[src/salc_queue.sv]
`timescale 1ns / 1ps
// ----------------------------------------------------------------------------
// salc_queue
// Two-entry request queue between the front end and the back end.
// ----------------------------------------------------------------------------
module salc_queue #(
    parameter int WIDTH = 8
) (
    input  logic             i_clk,
    input  logic             i_rst_n,
    input  logic             i_push,
    input  logic [WIDTH-1:0] i_data,
    output logic             o_full,
    input  logic             i_pop,
    output logic             o_empty,
    output logic [WIDTH-1:0] o_data
);

    logic [WIDTH-1:0] r_mem [2];
    logic             r_wp, r_rp;
    logic [1:0]       r_cnt;
    logic             do_push, do_pop;

    assign o_full  = (r_cnt == 2'd2);
    assign o_empty = (r_cnt == 2'd0);
    assign do_push = i_push && !o_full;
    assign do_pop  = i_pop && !o_empty;
    assign o_data  = r_mem[r_rp];

    always_ff @(posedge i_clk) begin
        if (!i_rst_n) begin
            r_wp  <= 1'b0;
            r_rp  <= 1'b0;
            r_cnt <= 2'd0;
        end else begin
            if (do_push) begin
                r_wp <= ~r_wp;
            end
            if (do_pop) begin
                r_rp <= ~r_rp;
            end
            r_cnt <= r_cnt + 2'(do_push) - 2'(do_pop);
        end
        if (do_push) begin
            r_mem[r_wp] <= i_data;
        end
    end

endmodule

[config.mk]
export PLATFORM = sky130hd
export DESIGN_NAME = salc_queue
export DESIGN_NICKNAME = d
export VERILOG_FILES = /design/src/salc_queue.sv
export SDC_FILE = /design/constraint.sdc
export NUM_CORES = 1
export LEC_CHECK = 0
export BUFFER_PORTS_ARGS = -buffer_cell sky130_fd_sc_hd__buf_2
export CORE_MARGIN = 3
export CORE_UTILIZATION = 49
export CTS_CLUSTER_DIAMETER = 50
export DETAILED_ROUTE_END_ITERATION = 12
export GPL_ROUTABILITY_DRIVEN = 0
export PLACE_DENSITY = 0.84
export SKIP_CTS_REPAIR_TIMING = 1
export SYNTH_ARGS = -nofsm -noshare
export SYNTH_HDL_FRONTEND = slang
export SYNTH_SLANG_ARGS = --single-unit
[constraint.sdc]
create_clock -name i_clk -period 1.69 [get_ports i_clk]
set_input_delay 0.507 -clock i_clk [delete_from_list [all_inputs] [get_ports i_clk]]
set_output_delay 0.507 -clock i_clk [all_outputs]
set_load 0.005 [all_outputs]
==> results.tsv <==
stage	metric	value	unit
cts	clk root buf	clkbuf_4	
routing	DRC	0	
routing	Highest Signal Layer	met4	
placed_design	hpwl dp	802	µm
worst_setup_path	WS Path Type	register to output pin	
routing	Routed WL	1190	µm
global_route	initial antenna violation count	0	
worst_setup_path	CP Max Fanout	8	
worst_setup_path	Register-to-Register Path Depth	7	
placed_design	Placement Cell Area	955	µm²
finish	Layout Utilization	70.0	%
power	post-layout power	1.58	mW
global_route	global-route wire length before repair	1680	µm
timing	Tightest Pin Transition	0.372	ns
logic_synthesis	Synth warnings	0	
placed_design	port buffer count	21	
logic_synthesis	Post-Syn Area	812	µm²
timing	Final Critical Period	1.69	ns
floorplan	core area	1540	µm²
routing	via count	474	
finish	Inserted Diodes	0	
logic_synthesis	number of flops mapped to enable cells by yosys	16	
routing	met2 WL	598	µm
logic_synthesis	sequential fraction of the synthesis area	71.5	%
power	Peak VDD IR	0.706	mV
timing	Final Hold Fails	0	
floorplan	chip height	46.7	µm
finish	final net count	94	
floorplan	I/O pin cnt	22	
routing	DRT iter0 DRCs	1	
timing	highest clock rate	0.593	GHz
placed_design	dpl cells	91	
routing	Metal-1 WL	480	µm
worst_setup_path	crit path launch type	register	
routing	drt pass-1 iters	2	
logic_synthesis	Netlist cell types	17	
timing	final worst slack	0.00384	ns
worst_setup_path	CP endpoint kind	output pin	
floorplan	initial core utilization	52.7	%
cts	Reg clk slew, reported paths	0.11	ns
global_route	total track usage	11.6	%
routing	Antenna Nets Post-Route	0	
logic_synthesis	Post-synth ARST share	0	%
cts	CTS tree	built	
power	Power Density	1460	nW/µm²
finish	Area growth syn-to-layout	33.0	%
placed_design	Placement Setup Slack	-0.0475	ns
timing	final slew viol count	0	
worst_setup_path	CP arrival	1.18	ns
routing	vias per inst	4.99	
cts	clk_lat worst skew	0.29	ns
cts	H-Tree Depth	1	
finish	share of post-route cells with drive strength above 1	53.2	%
timing	Max-slew headroom	75.2	%
cts	CTS buffer count	3	
timing	setup TNS	0	ns
logic_synthesis	Most used DFF post-synth	edfxtp_1	
worst_hold_path	hold path cells	1	
routing	DR WL/cell	12.5	µm
timing	fin crit share	99.8	%
global_route	largest net degree at the start of global routing	12	
logic_synthesis	Mapped Nets	66	
power	Pleak	0.471	nW
timing	Final Setup Violations	0	
floorplan	row cnt	14	
floorplan	Die Footprint	2180	µm²
logic_synthesis	synthesized flop and latch total	21	
global_route	GRT overflow	0	
global_route	vias in the first global route	407	
logic_synthesis	Syn Area/Cell	15.6	µm²
logic_synthesis	cells after synthesis	52	
floorplan	Die Wd	46.7	µm
finish	Layout Cells excl Fill	95	
worst_setup_path	Required @ worst endpoint	1.18	ns
cts	clk sinks	21	
finish	Finished Cell Area	1080	µm²
timing	Worst Hold Margin	0.395	ns
cts	clock tree buffer depth	2	
status	outcome	finished, final reports clean	
worst_hold_path	Worst Hold Class	input port to register	
worst_setup_path	R2R setup slack	0.14	ns
routing	met3 routed WL	91	µm
timing	RSZ-0062 raised after global routing	yes	
timing	worst clock skew	0.00155	ns
run	Max Cap Viol	0	
## layout by cell type (no fill, tap or decap)
cell type,n
edfxtp_1,16
buf_2,13
mux2_4,8
buf_6,8
nor2_1,5
inv_1,3
clkbuf_4,3
buf_4,3
nand2_1,2
ha_1,2
dfxtp_2,2
dfxtp_1,2
o21a_2,1
nand2b_4,1
and3_1,1
xnor2_1,1
and2_1,1
nand2b_1,1
mux2i_1,1
xor2_1,1
and2_2,1
nor3_2,1
dfxtp_4,1
clkbuf_1,1
## kinds of logic after synthesis
| kind of cell | Yosys count | synth area share [%] |
|---|---|---|
| xor gates and xnor gates | 2 | 2.16 |
| adders and majority gates | 2 | 3.08 |
| DFF | 21 | 71.5 |
| muxes | 9 | 12.3 |
| buffers and inverters | 4 | 2.00 |
| AOI/OAI and AO/OA | 1 | 1.08 |
| and+or+nand+nor | 13 | 7.86 |
## state kept, by name, summed over array words and instances, names as in the netlist, named ones only
register,cells
r_cnt,2
r_rp,1
r_mem,16
r_wp,1
## routing by layer
layer / vias to the layer above / track usage [%]
li1: 237 / -
met5: - / 0
met4: 0 / 6.63
met1: 222 / 13.8
met3: 2 / 3.91
met2: 13 / 18.4
## Yosys cell counts (2+ instances only)
cell / n / area, µm²
nand2b_1: 2 / 12.5
ha_1: 2 / 25.0
inv_1: 3 / 11.3
mux2_2: 8 / 90.1
edfxtp_1: 16 / 480
dfxtp_1: 5 / 100
nor2_1: 5 / 18.8
nand2_1: 2 / 7.51
## cell type report
cell class	instances	area [µm²]
multi-input combinational	27	258
tap	16	20.0
sequential	21	587
fill	108	462
inverter	3	11.3
clock buffer	4	26.3
timing repair buffer	24	178
## worst max-delay path: stages, from the launching register on
cell     delay [ns]
dfxtp_4        0.45
mux2_4         0.32
buf_6          0.12
## final timing paths
check | start | end
worst max-delay path | register | o_data[3]
worst min-delay path | i_data[7] | r_mem[0][7]
worst max register to register | r_cnt[1] | r_cnt[1]
worst min register to register | r_wp | r_wp
## where the power goes
group	switching [mW]	internal (mW)	total, mW
clock	0.138	0.0917	0.230
combinational	0.200	0.373	0.573
sequential	0.0884	0.685	0.774
total	0.427	1.15	1.58
Power figures use the tool's default switching activity.
